`src/rtl/sha256_stream_hasher_assert.svh`:
```
// Assertion macros shared by the SHA-256 stream hasher modules.
`ifndef SHA256_STREAM_HASHER_ASSERT_SVH
`define SHA256_STREAM_HASHER_ASSERT_SVH
`ifndef ASSERT_OFF
// Checks that a condition holds at every clock edge out of reset.
`define SHA256_ASSERT(lbl, cond) \
    lbl: assert property (@(posedge clk) disable iff (!rst_n) (cond)) \
        else $error("assertion failed");
// Checks that a consequent follows a trigger in the next cycle.
`define SHA256_ASSERT_NEXT(lbl, trig, cons) \
    lbl: assert property (@(posedge clk) disable iff (!rst_n) (trig) |=> (cons)) \
        else $error("assertion failed");
`else
`define SHA256_ASSERT(lbl, cond)
`define SHA256_ASSERT_NEXT(lbl, trig, cons)
`endif
`endif

```
`src/rtl/s256_pkg.sv`:
```
// Types, constants and round functions of the SHA-256 stream hasher.
package s256_pkg;

    localparam int QDepth = 4;

    typedef struct packed {
        logic [7:0] data_byte;
        logic       byte_present;
        logic       end_of_message;
    } in_t;

    typedef struct packed {
        logic [31:0] digest_word;
        logic [2:0]  word_index;
        logic        last_word;
    } out_t;

    typedef struct packed {
        logic valid;
        in_t  item;
    } q_t;

    typedef enum logic [2:0] {
        ST_IDLE,
        ST_ROUND,
        ST_ADD,
        ST_PAD,
        ST_OUT
    } st_t;

    localparam logic [7:0] PadByte  = 8'h80;
    localparam logic [5:0] LenPos   = 6'd56;
    localparam logic [5:0] LastPos  = 6'd63;
    localparam logic [3:0] LenBytes = 4'd8;

    function automatic logic [31:0] rotr(input logic [31:0] x, input int n);
        rotr = (x >> n) | (x << (32 - n));
    endfunction

    function automatic logic [31:0] big0(input logic [31:0] x);
        big0 = rotr(x, 2) ^ rotr(x, 13) ^ rotr(x, 22);
    endfunction

    function automatic logic [31:0] big1(input logic [31:0] x);
        big1 = rotr(x, 6) ^ rotr(x, 11) ^ rotr(x, 25);
    endfunction

    function automatic logic [31:0] sml0(input logic [31:0] x);
        sml0 = rotr(x, 7) ^ rotr(x, 18) ^ (x >> 3);
    endfunction

    function automatic logic [31:0] sml1(input logic [31:0] x);
        sml1 = rotr(x, 17) ^ rotr(x, 19) ^ (x >> 10);
    endfunction

    function automatic logic [31:0] init_word(input logic [2:0] i);
        case (i)
            3'd0:    init_word = 32'h6a09e667;
            3'd1:    init_word = 32'hbb67ae85;
            3'd2:    init_word = 32'h3c6ef372;
            3'd3:    init_word = 32'ha54ff53a;
            3'd4:    init_word = 32'h510e527f;
            3'd5:    init_word = 32'h9b05688c;
            3'd6:    init_word = 32'h1f83d9ab;
            default: init_word = 32'h5be0cd19;
        endcase
    endfunction

    function automatic logic [31:0] round_const(input logic [5:0] t);
        logic [31:0] k [64];
        k = '{
            32'h428a2f98,32'h71374491,32'hb5c0fbcf,32'he9b5dba5,32'h3956c25b,32'h59f111f1,
            32'h923f82a4,32'hab1c5ed5,32'hd807aa98,32'h12835b01,32'h243185be,32'h550c7dc3,
            32'h72be5d74,32'h80deb1fe,32'h9bdc06a7,32'hc19bf174,32'he49b69c1,32'hefbe4786,
            32'h0fc19dc6,32'h240ca1cc,32'h2de92c6f,32'h4a7484aa,32'h5cb0a9dc,32'h76f988da,
            32'h983e5152,32'ha831c66d,32'hb00327c8,32'hbf597fc7,32'hc6e00bf3,32'hd5a79147,
            32'h06ca6351,32'h14292967,32'h27b70a85,32'h2e1b2138,32'h4d2c6dfc,32'h53380d13,
            32'h650a7354,32'h766a0abb,32'h81c2c92e,32'h92722c85,32'ha2bfe8a1,32'ha81a664b,
            32'hc24b8b70,32'hc76c51a3,32'hd192e819,32'hd6990624,32'hf40e3585,32'h106aa070,
            32'h19a4c116,32'h1e376c08,32'h2748774c,32'h34b0bcb5,32'h391c0cb3,32'h4ed8aa4a,
            32'h5b9cca4f,32'h682e6ff3,32'h748f82ee,32'h78a5636f,32'h84c87814,32'h8cc70208,
            32'h90befffa,32'ha4506ceb,32'hbef9a3f7,32'hc67178f2};
        round_const = k[t];
    endfunction

endpackage

```
`src/rtl/s256_front.sv`:
```
// Front end: accepts input words, drops idle words and queues the rest.
`include "sha256_stream_hasher_assert.svh"
module s256_front
    import s256_pkg::*;
(
    input  logic clk,
    input  logic rst_n,
    input  logic msg_valid,
    output logic msg_stall,
    input  in_t  msg,
    output q_t   q,
    input  logic pop
);

    localparam int PtrW = $clog2(QDepth);
    localparam int CntW = $clog2(QDepth + 1);

    in_t             mem_reg [QDepth];
    logic [PtrW-1:0] wr_ptr_reg, rd_ptr_reg;
    logic [CntW-1:0] count_reg, count_next;
    logic            push;
    logic            pop_ok;

    assign msg_stall = (count_reg == CntW'(QDepth));
    // Words with neither a byte nor an end marker have no effect at all.
    assign push    = msg_valid && !msg_stall && (msg.byte_present || msg.end_of_message);
    assign pop_ok  = pop && (count_reg != '0);
    assign q.valid = (count_reg != '0);
    assign q.item  = mem_reg[rd_ptr_reg];

    always_comb
    begin
        count_next = count_reg;
        if (push && !pop_ok)
        begin
            count_next = count_reg + 1'b1;
        end
        else if (pop_ok && !push)
        begin
            count_next = count_reg - 1'b1;
        end
    end

    always_ff @(posedge clk)
    begin
        if (push)
        begin
            mem_reg[wr_ptr_reg] <= msg;
        end
    end

    always_ff @(posedge clk or negedge rst_n)
    begin
        if (!rst_n)
        begin
            wr_ptr_reg <= '0;
            rd_ptr_reg <= '0;
            count_reg  <= '0;
        end
        else
        begin
            if (push)
            begin
                wr_ptr_reg <= wr_ptr_reg + 1'b1;
            end
            if (pop_ok)
            begin
                rd_ptr_reg <= rd_ptr_reg + 1'b1;
            end
            count_reg <= count_next;
        end
    end

    `SHA256_ASSERT(a_count_max, count_reg <= CntW'(QDepth))
    `SHA256_ASSERT(a_pop_nonempty, pop |-> count_reg != '0)
    `SHA256_ASSERT_NEXT(a_push_count, push && !pop_ok, count_reg != '0)

endmodule

```
`src/rtl/s256_core.sv`:
```
// Back end: block assembly, padding, 64-round compression and digest output.
`include "sha256_stream_hasher_assert.svh"
module s256_core
    import s256_pkg::*;
(
    input  logic clk,
    input  logic rst_n,
    input  q_t   q,
    output logic pop,
    output logic dig_valid,
    input  logic dig_stall,
    output out_t dig
);

    st_t          state_reg, state_next;
    logic [511:0] buf_reg, buf_next;
    logic [5:0]   fill_reg, fill_next;
    logic [63:0]  bits_reg, bits_next;
    logic [63:0]  len_reg, len_next;
    logic [31:0]  h_reg [8];
    logic [31:0]  h_next [8];
    logic [31:0]  v_reg [8];
    logic [31:0]  v_next [8];
    logic [5:0]   round_reg, round_next;
    logic         padding_reg, padding_next;
    logic         sent80_reg, sent80_next;
    logic [3:0]   len_cnt_reg, len_cnt_next;
    logic [2:0]   idx_reg, idx_next;
    logic         dig_valid_reg, dig_valid_next;
    out_t         dig_reg, dig_next;

    logic         do_push;
    logic [7:0]   push_byte;
    logic         load_out;
    logic [31:0]  t1, t2, new_w;

    assign pop       = (state_reg == ST_IDLE) && q.valid;
    assign load_out  = (state_reg == ST_OUT) && (!dig_valid_reg || !dig_stall);
    assign dig_valid = dig_valid_reg;
    assign dig       = dig_reg;

    // Byte that enters the block buffer this cycle.
    always_comb
    begin
        do_push   = 1'b0;
        push_byte = '0;
        if (state_reg == ST_IDLE)
        begin
            do_push   = q.valid && q.item.byte_present;
            push_byte = q.item.data_byte;
        end
        else if (state_reg == ST_PAD)
        begin
            do_push = 1'b1;
            if (!sent80_reg)
            begin
                push_byte = PadByte;
            end
            else if (len_cnt_reg == '0 && fill_reg != LenPos)
            begin
                push_byte = '0;
            end
            else
            begin
                push_byte = len_reg[63:56];
            end
        end
    end

    assign t1 = v_reg[7] + big1(v_reg[4]) + ((v_reg[4] & v_reg[5]) ^ (~v_reg[4] & v_reg[6]))
              + round_const(round_reg) + buf_reg[511:480];
    assign t2 = big0(v_reg[0])
              + ((v_reg[0] & v_reg[1]) ^ (v_reg[0] & v_reg[2]) ^ (v_reg[1] & v_reg[2]));
    assign new_w = sml1(buf_reg[63:32]) + buf_reg[223:192] + sml0(buf_reg[479:448])
                 + buf_reg[511:480];

    always_comb
    begin
        state_next = state_reg;
        unique case (state_reg)
            ST_IDLE:
            begin
                if (do_push && fill_reg == LastPos)
                begin
                    state_next = ST_ROUND;
                end
                else if (q.valid && q.item.end_of_message)
                begin
                    state_next = ST_PAD;
                end
            end
            ST_ROUND:
            begin
                if (round_reg == LastPos)
                begin
                    state_next = ST_ADD;
                end
            end
            ST_ADD:
            begin
                if (len_cnt_reg == LenBytes)
                begin
                    state_next = ST_OUT;
                end
                else if (padding_reg)
                begin
                    state_next = ST_PAD;
                end
                else
                begin
                    state_next = ST_IDLE;
                end
            end
            ST_PAD:
            begin
                if (fill_reg == LastPos)
                begin
                    state_next = ST_ROUND;
                end
            end
            ST_OUT:
            begin
                if (load_out && idx_reg == 3'd7)
                begin
                    state_next = ST_IDLE;
                end
            end
            default: state_next = ST_IDLE;
        endcase
    end

    always_comb
    begin
        buf_next       = buf_reg;
        fill_next      = fill_reg;
        bits_next      = bits_reg;
        len_next       = len_reg;
        h_next         = h_reg;
        v_next         = v_reg;
        round_next     = round_reg;
        padding_next   = padding_reg;
        sent80_next    = sent80_reg;
        len_cnt_next   = len_cnt_reg;
        idx_next       = idx_reg;
        dig_valid_next = dig_valid_reg;
        dig_next       = dig_reg;

        if (dig_valid_reg && !dig_stall)
        begin
            dig_valid_next = 1'b0;
        end

        if (do_push)
        begin
            buf_next  = {buf_reg[503:0], push_byte};
            fill_next = fill_reg + 1'b1;
            if (fill_reg == LastPos)
            begin
                v_next     = h_reg;
                round_next = '0;
            end
        end

        unique case (state_reg)
            ST_IDLE:
            begin
                if (q.valid && q.item.end_of_message)
                begin
                    padding_next = 1'b1;
                end
            end
            ST_PAD:
            begin
                if (!sent80_reg)
                begin
                    sent80_next = 1'b1;
                    len_next    = bits_reg + {55'b0, fill_reg, 3'b0};
                end
                else if (len_cnt_reg != '0 || fill_reg == LenPos)
                begin
                    len_next     = {len_reg[55:0], 8'h00};
                    len_cnt_next = len_cnt_reg + 1'b1;
                end
            end
            ST_ROUND:
            begin
                buf_next   = {buf_reg[479:0], new_w};
                round_next = round_reg + 1'b1;
                v_next[7]  = v_reg[6];
                v_next[6]  = v_reg[5];
                v_next[5]  = v_reg[4];
                v_next[4]  = v_reg[3] + t1;
                v_next[3]  = v_reg[2];
                v_next[2]  = v_reg[1];
                v_next[1]  = v_reg[0];
                v_next[0]  = t1 + t2;
            end
            ST_ADD:
            begin
                for (int i = 0; i < 8; i++)
                begin
                    h_next[i] = h_reg[i] + v_reg[i];
                end
                bits_next = bits_reg + 64'd512;
            end
            ST_OUT:
            begin
                if (load_out)
                begin
                    dig_valid_next       = 1'b1;
                    dig_next.digest_word = h_reg[idx_reg];
                    dig_next.word_index  = idx_reg;
                    dig_next.last_word   = (idx_reg == 3'd7);
                    idx_next             = idx_reg + 1'b1;
                    if (idx_reg == 3'd7)
                    begin
                        for (int i = 0; i < 8; i++)
                        begin
                            h_next[i] = init_word(3'(i));
                        end
                        bits_next    = '0;
                        fill_next    = '0;
                        padding_next = 1'b0;
                        sent80_next  = 1'b0;
                        len_cnt_next = '0;
                    end
                end
            end
            default: ;
        endcase
    end

    always_ff @(posedge clk)
    begin
        buf_reg  <= buf_next;
        len_reg  <= len_next;
        v_reg    <= v_next;
        dig_reg  <= dig_next;
    end

    always_ff @(posedge clk or negedge rst_n)
    begin
        if (!rst_n)
        begin
            state_reg     <= ST_IDLE;
            fill_reg      <= '0;
            bits_reg      <= '0;
            round_reg     <= '0;
            padding_reg   <= 1'b0;
            sent80_reg    <= 1'b0;
            len_cnt_reg   <= '0;
            idx_reg       <= '0;
            dig_valid_reg <= 1'b0;
            for (int i = 0; i < 8; i++)
            begin
                h_reg[i] <= init_word(3'(i));
            end
        end
        else
        begin
            state_reg     <= state_next;
            fill_reg      <= fill_next;
            bits_reg      <= bits_next;
            round_reg     <= round_next;
            padding_reg   <= padding_next;
            sent80_reg    <= sent80_next;
            len_cnt_reg   <= len_cnt_next;
            idx_reg       <= idx_next;
            dig_valid_reg <= dig_valid_next;
            h_reg         <= h_next;
        end
    end

    `SHA256_ASSERT(a_out_fill, state_reg == ST_OUT |-> fill_reg == '0)
    `SHA256_ASSERT_NEXT(a_round_end, state_reg == ST_ROUND && round_reg == LastPos,
                        state_reg == ST_ADD)
    `SHA256_ASSERT(a_out_hold, dig_valid_reg && dig_reg.word_index != 3'd7 |->
                   state_reg == ST_OUT)

endmodule

```
`src/rtl/sha256_stream_hasher.sv`:
```
// Top level of the streaming SHA-256 hasher.
//
//   channel  dir  payload                                      handshake
//   msg      in   data_byte, byte_present, end_of_message      msg_valid / msg_stall
//   dig      out  digest_word, word_index, last_word           dig_valid / dig_stall
//
// The back end takes bytes only while idle; the 64th byte of a block starts the rounds
// (ST_ROUND) and the chaining add (ST_ADD), and no new byte is taken until they are done.
// End of message shifts in the padding one byte per cycle (up to 72 bytes) with one
// or two compressions, then the eight digest words leave one per cycle unless stalled.
// Reset is asynchronous and active low; it loads the initial hash values.
// A four-word queue parts the front from the back, so msg_stall rises only when
// the queue is full; the output register holds a word while dig_stall is high.
module sha256_stream_hasher
    import s256_pkg::*;
(
    input  logic clk,
    input  logic rst_n,
    input  logic msg_valid,
    output logic msg_stall,
    input  in_t  msg,
    output logic dig_valid,
    input  logic dig_stall,
    output out_t dig
);

    // The queue head travels to the back end as one struct; pop frees it.
    q_t   q;
    logic pop;

    s256_front u_front (
        .clk       (clk),
        .rst_n     (rst_n),
        .msg_valid (msg_valid),
        .msg_stall (msg_stall),
        .msg       (msg),
        .q         (q),
        .pop       (pop)
    );

    // The back end assembles blocks, pads, compresses and emits each word.
    s256_core u_core (
        .clk       (clk),
        .rst_n     (rst_n),
        .q         (q),
        .pop       (pop),
        .dig_valid (dig_valid),
        .dig_stall (dig_stall),
        .dig       (dig)
    );

endmodule

```
`config.mk`:
```
export PLATFORM = sky130hd
export DESIGN_NAME = sha256_stream_hasher
export DESIGN_NICKNAME = d
export VERILOG_FILES = /design/src/rtl/s256_pkg.sv /design/src/rtl/s256_front.sv /design/src/rtl/s256_core.sv /design/src/rtl/sha256_stream_hasher.sv
export VERILOG_INCLUDE_DIRS = /design/src /design/src/rtl
export SDC_FILE = /design/constraint.sdc
export NUM_CORES = 2
export LEC_CHECK = 0
export BUFFER_PORTS_ARGS = -buffer_cell sky130_fd_sc_hd__clkbuf_2
export CORE_ASPECT_RATIO = 1.75
export CORE_MARGIN = 1
export CORE_UTILIZATION = 55
export DETAILED_ROUTE_END_ITERATION = 7
export PLACE_DENSITY = 0.73
export SYNTH_ARGS = -nofsm -noshare
export SYNTH_HDL_FRONTEND = slang
export SYNTH_SLANG_ARGS = --single-unit
```
`constraint.sdc`:
```
create_clock -name clk -period 27.9 [get_ports clk]
set_input_delay 1.395 -clock clk [delete_from_list [all_inputs] [get_ports clk]]
set_output_delay 1.395 -clock clk [all_outputs]
set_load 0.005 [all_outputs]
```
* Yosys cells after proc, flatten, opt, wreduce, memory -nomap -nowiden
Memory sizes are Yosys's and may differ from the RTL's.
Cells that the tools add are included.
** Operators by class
- Reduce and logical (&&, ||, !) cells :: 39
- Magnitude comparators :: 2
- Mux-type cells :: 56
- Equality and inequality tests :: 21
- Add/subtract/negate cells :: 28
- Bitwise gates (word level) :: 29
** Operators with widths (number)
- $mux W256 :: 5
- $mux W512 :: 2
- $add A32 B32 Y32 :: 18
- $pmux W256 S2 :: 1
- $xor A32 B32 Y32 :: 9
- $mux W64 :: 4
- $and A32 B32 Y32 :: 5
- $mux W32 :: 4
- $pmux W64 S2 :: 1
- $bmux W32 S3 :: 1
- $add A64 B10 Y64 const B :: 1
- $add A64 B9 Y64 :: 1
- $mux W6 :: 7
- $mux W8 :: 4
- $not A32 Y32 :: 1
- $or A10 B32 Y32 :: 1
- $or A13 B32 Y32 :: 1
- $or A14 B32 Y32 :: 1
- $or A15 B32 Y32 :: 1
- $or A19 B32 Y32 :: 1
- $or A21 B32 Y32 :: 1
- $or A25 B32 Y32 :: 1
- $or A26 B32 Y32 :: 1
- $or A30 B32 Y32 :: 1
- other kinds (40) :: 102
** Storage, ports and cells
- Bits in registers :: 1220
- Output and inout port bits :: 38
- Bits in read-only memories :: 2048
- RAM bits :: 40
- Word-level logic and storage cells :: 210
- Input bits :: 14
- Memories kept :: 2
** Memories
- (name not given) :: depth 64, bits a word 32, rd ports 1, clocked after Yosys merged registers in 0, wr ports 0, line s256_pkg.sv:83 : round_const = k[t];
- u_front.mem_reg :: depth 4, bits a word 10, rd ports 1, clocked after Yosys merged registers in 0, wr ports 1, line s256_front.sv:18 : in_t mem_reg [QDepth];

* Depth between registers and ports, before layout
- Depth in word-level cells :: 9
- Gate-level depth with buffers :: 39
- Gate-level depth less buffers :: 38

* Cells and area by module
A second synthesis with hierarchy kept.
** Second synthesis, totals
- Cell total of the unflattened synthesis :: 8491
- Area total of the unflattened synthesis :: 81074.0 µm²
** Modules (own cells, without submodules)
- s256_core :: times used 1, cells an instance 8404, area an instance 79192.2 µm²
- s256_front :: times used 1, cells an instance 87, area an instance 1881.8 µm²

* Worst setup path before layout
OpenSTA, ideal clock, no wires.
- Kind :: reg2reg
- From :: reg u_core.state_reg[0]
- To :: reg u_core.buf_reg[0], enable pin
- Required time :: 24.275 ns
- Setup slack :: 14.151 ns
- Arrival :: 10.124 ns
- Clock period less this slack :: 13.749 ns
- Path buffers :: 5
- Cell stages (with the launch flop) :: 9
- Path through :: dfrtp_1 clkbuf_1 nor2b_1 nand2b_1 clkbuf_1 clkbuf_1 clkbuf_1 clkbuf_1 nand2_1
** On the way
- Word-level cells in the longest chain between the ends :: 4
- Elaborated cells between the ends (all ways) :: 6
- Those cells by class :: eq/ne: 2; mux: 2; reduce/logical: 2
** RTL lines
- from (decl) :: line s256_core.sv:15 : st_t state_reg, state_next;
- from (signal assigned) :: line s256_core.sv:261 : state_reg <= state_next;
- $eq A3 B2 Y1 :: line s256_core.sv:52 : else if (state_reg == ST_PAD)
- $mux W1 :: line s256_core.sv:52
- $mux W1 :: line s256_core.sv:47 : if (state_reg == ST_IDLE)
- $reduce_bool A2 Y1 (no line) *
- to (signal assigned) :: line s256_core.sv:235 : buf_reg <= buf_next;
- to (decl) :: line s256_core.sv:16 : logic [511:0] buf_reg, buf_next;
Mark *: on every way between the ends. The rest lies on a longest branch, timed or not.
A chain may end at the register's enable or synchronous reset.

==> run metrics <==
Hold Buf Count CTS=0; worst reg2reg path startpoint=u_core.round_reg[0]; Worst Hold Path EP=u_front.count_reg[2]; Worst Skew=0.0363 ns; Final Hold Viols=0; CTS tree=yes; Via density=6.13; r2r worst-path depth=33; Congestion Overflow GR=0; I/O pin cnt=52; placed cell area=0.0821 sq mm; post-CTS setup buffers=0; fillcell total=12300; Worst Setup End Kind=flip-flop; Starting Density=55.4%; min Tclk post-route=10.70 ns; I/O Buffers=51; Finish-stage setup viols=0; initial antenna violation count=7; post-detail-place hpwl=195000 microns; global-route wire length before repair=395000 microns; Num Clock Sinks=1248; r2r endpoint=u_core.v_reg[255]; drt wl/cell=26.0 microns; Starting DRT DRC Count=5078; die area=0.148 sq mm; status=complete, no violations; Clock Tree Buf Depth=3; Max-cap violations=0; Worst Path Max Fanout=28; setup tns final=0 ns; Worst path slowest cell=ha_1; vias in the first global route=63600; Vias=62400; share of the synthesized area in the top cell type=33.8%; RSZ-0062 raised after global routing=no; synthesized flop and latch total=1248; H-tree depth=3; Yosys top cell by area=edfxtp_1; TritonCTS Buffers=119; Slew @ Worst Pin=1.45 ns; Syn Nets=9012; Chip Width=291 microns; Final nets=8810; Largest stage delay, worst path=0.81 ns; crit path launch type=flip-flop; Routability Congestion=1.04; drt pass-1 iters=6; Hold Crit Class=flip-flop to flip-flop; Post-synth EDFFs=905; Final Non-Filler Cells=10200; die height=508 microns; Synth area leaders=edfxtp_1 (34%), nand2_1 (11%), dfrtp_1 (6.4%), ha_1 (6.3%), fa_1 (4.9%); clk root buf=clkbuf_16; Util after Layout=59.4%; Design Area, Final=0.0861 sq mm; syn_area_per_cell=9.57 sq um; Routed Antenna Nets=0; relative slew slack=2.06%; Post-Syn Area=0.0804 sq mm; fin crit share=38.4%; Post-Route WL=265000 microns; Warnings, synthesis=0; Worst R2R Setup Slack=17.20 ns; unique cell type count in the Yosys netlist=101; Async SR Flop Fraction=27.5%; Final Max Tran Viols=0; Worst Path Required=28.55 ns; Fmax=0.0934 GHz; Setup Crit Path Kind=flip-flop to flip-flop; Post-Syn Instances=8397; row count=185; # DRC=0; DP Cell Count=9944; Skew-Pair Late Insertion Delay=0.81 ns; sequential area share after synthesis=44.7%; hold_sp=u_front.count_reg[2]; layout cells sized above 1=8.72%; GRT Overall Usage=35.9%; Top FF cell, synth=edfxtp_1; post-cts resize count=0; WP data arrival=11.35 ns; Reg clk slew, reported paths=0.07 ns; synth-to-layout area growth=7.15%; Core Footprint=0.145 sq mm; largest net degree at the start of global routing=153; hold path depth=1; max reg flops=512
logic make-up (layout without fill, tap and decap cells):
| logic type | after synthesis | in the layout | share of synthesized area [%] |
|---|---|---|---|
| XOR/XNOR | 615 | 615 | 6.73 |
| buffers and inverters | 791 | 695 | 3.69 |
| adder cells (fa/ha/maj) | 625 | 625 | 11.5 |
| multiplexers | 211 | 211 | 4.04 |
| AND/OR/NAND/NOR | 3320 | 3320 | 17.0 |
| flip-flops | 1248 | 1248 | 44.7 |
| AO/OA/AOI/OAI | 1587 | 1587 | 12.3 |
| other | 0 | 3 | 0 |
stage by stage:
stage	setup slack [ns]	hold WS [ns]
6_report	17.20	0.494
5_1_grt	16.87	0.517
4_1_cts	17.09	0.491
3_5_place_dp	17.16	0.481
2_1_floorplan	14.15	0.447
3_3_place_gp	17.03	0.464
layout make-up:
class,instances,area [sq um],share of cell area [%]
Sequential cell,1248,35900,41.7
Inverter,324,1220,1.42
Timing Repair Buffer,144,1010,1.18
Clock inverter,81,867,1.01
Tap cell,1870,2340,2.72
Clock buffer,146,3170,3.68
Multi-Input combinational cell,6358,41600,48.3
Antenna cell,3,7.51,0.00871
placed cells by master, fill, tap and decap left out, drive strengths merged, types with 36 or more instances in the layout:
cell type	count
dfstp	136
a21o	171
nor2	367
clkinv	54
edfxtp	905
inv	330
nand3	111
mux2	88
buf	94
nand2	2404
nor3	90
o21bai	52
fa	196
clkbuf	196
nand2b	65
mux2i	41
or3	47
and3	52
o21a	62
o31ai	36
xnor2	396
nor2b	54
ha	405
a21oi	446
a211oi	38
dfrtp	207
o211ai	47
o21ai	466
xor2	218
mux4	82
a31oi	54
synth_stat cells, types with 52 or more instances:
library cell and number:
nand2b_1 65, dfrtp_1 207, a31oi_1 53, nand3_1 111
ha_1 405, nand2_1 2403, xnor2_1 395, xor2_1 218
inv_1 323, nor3_1 89, o21a_1 62, edfxtp_1 905
fa_1 196, a21oi_1 445, clkbuf_1 437, o21ai_0 448
nor2b_1 54, and3_1 52, nor2_1 366, mux4_2 82
o21bai_1 52, a21o_1 171, dfstp_2 136, mux2_2 88
worst max-delay path by stage:
stage | depth (start not counted) | end | startpoint | slack [ns]
after floorplan | 8 | u_core.buf_reg[0] | u_core.state_reg[0] | 14.15
after global placement | 31 | u_core.v_reg[254] | u_core.round_reg[0] | 17.03
after detailed placement | 31 | u_core.v_reg[254] | u_core.round_reg[0] | 17.16
after CTS | 31 | u_core.v_reg[254] | u_core.round_reg[0] | 17.09
after global routing | 34 | u_core.v_reg[254] | u_core.round_reg[0] | 16.87
final | 33 | u_core.v_reg[255] | u_core.round_reg[0] | 17.20
layer usage:
| layer | vias up | GRT usage, % | share of wire, % |
|---|---|---|---|
| met2 | 2293 | 63.4 | 50 |
| met1 | 30600 | 36.4 | 33 |
| met5 | - | 0 | 0.018 |
| li1 | 28500 | - | - |
| met3 | 928 | 4.81 | 5.0 |
| met4 | 6 | 34.4 | 11 |
critical path, delay by kind of cell (launching register included):
family | cells | cell delay, ns
adder cells (fa/ha/maj) | 7 | 3.39
XOR/XNOR | 1 | 0.22
flip-flops | 1 | 0.33
AND/OR/NAND/NOR | 6 | 1.52
buffers and inverters | 5 | 0.93
AO/OA/AOI/OAI | 14 | 4.13
Power is left out: the tool's default activity adds up to more than one toggle a clock period on the data nets, which glitch-free logic cannot reach.
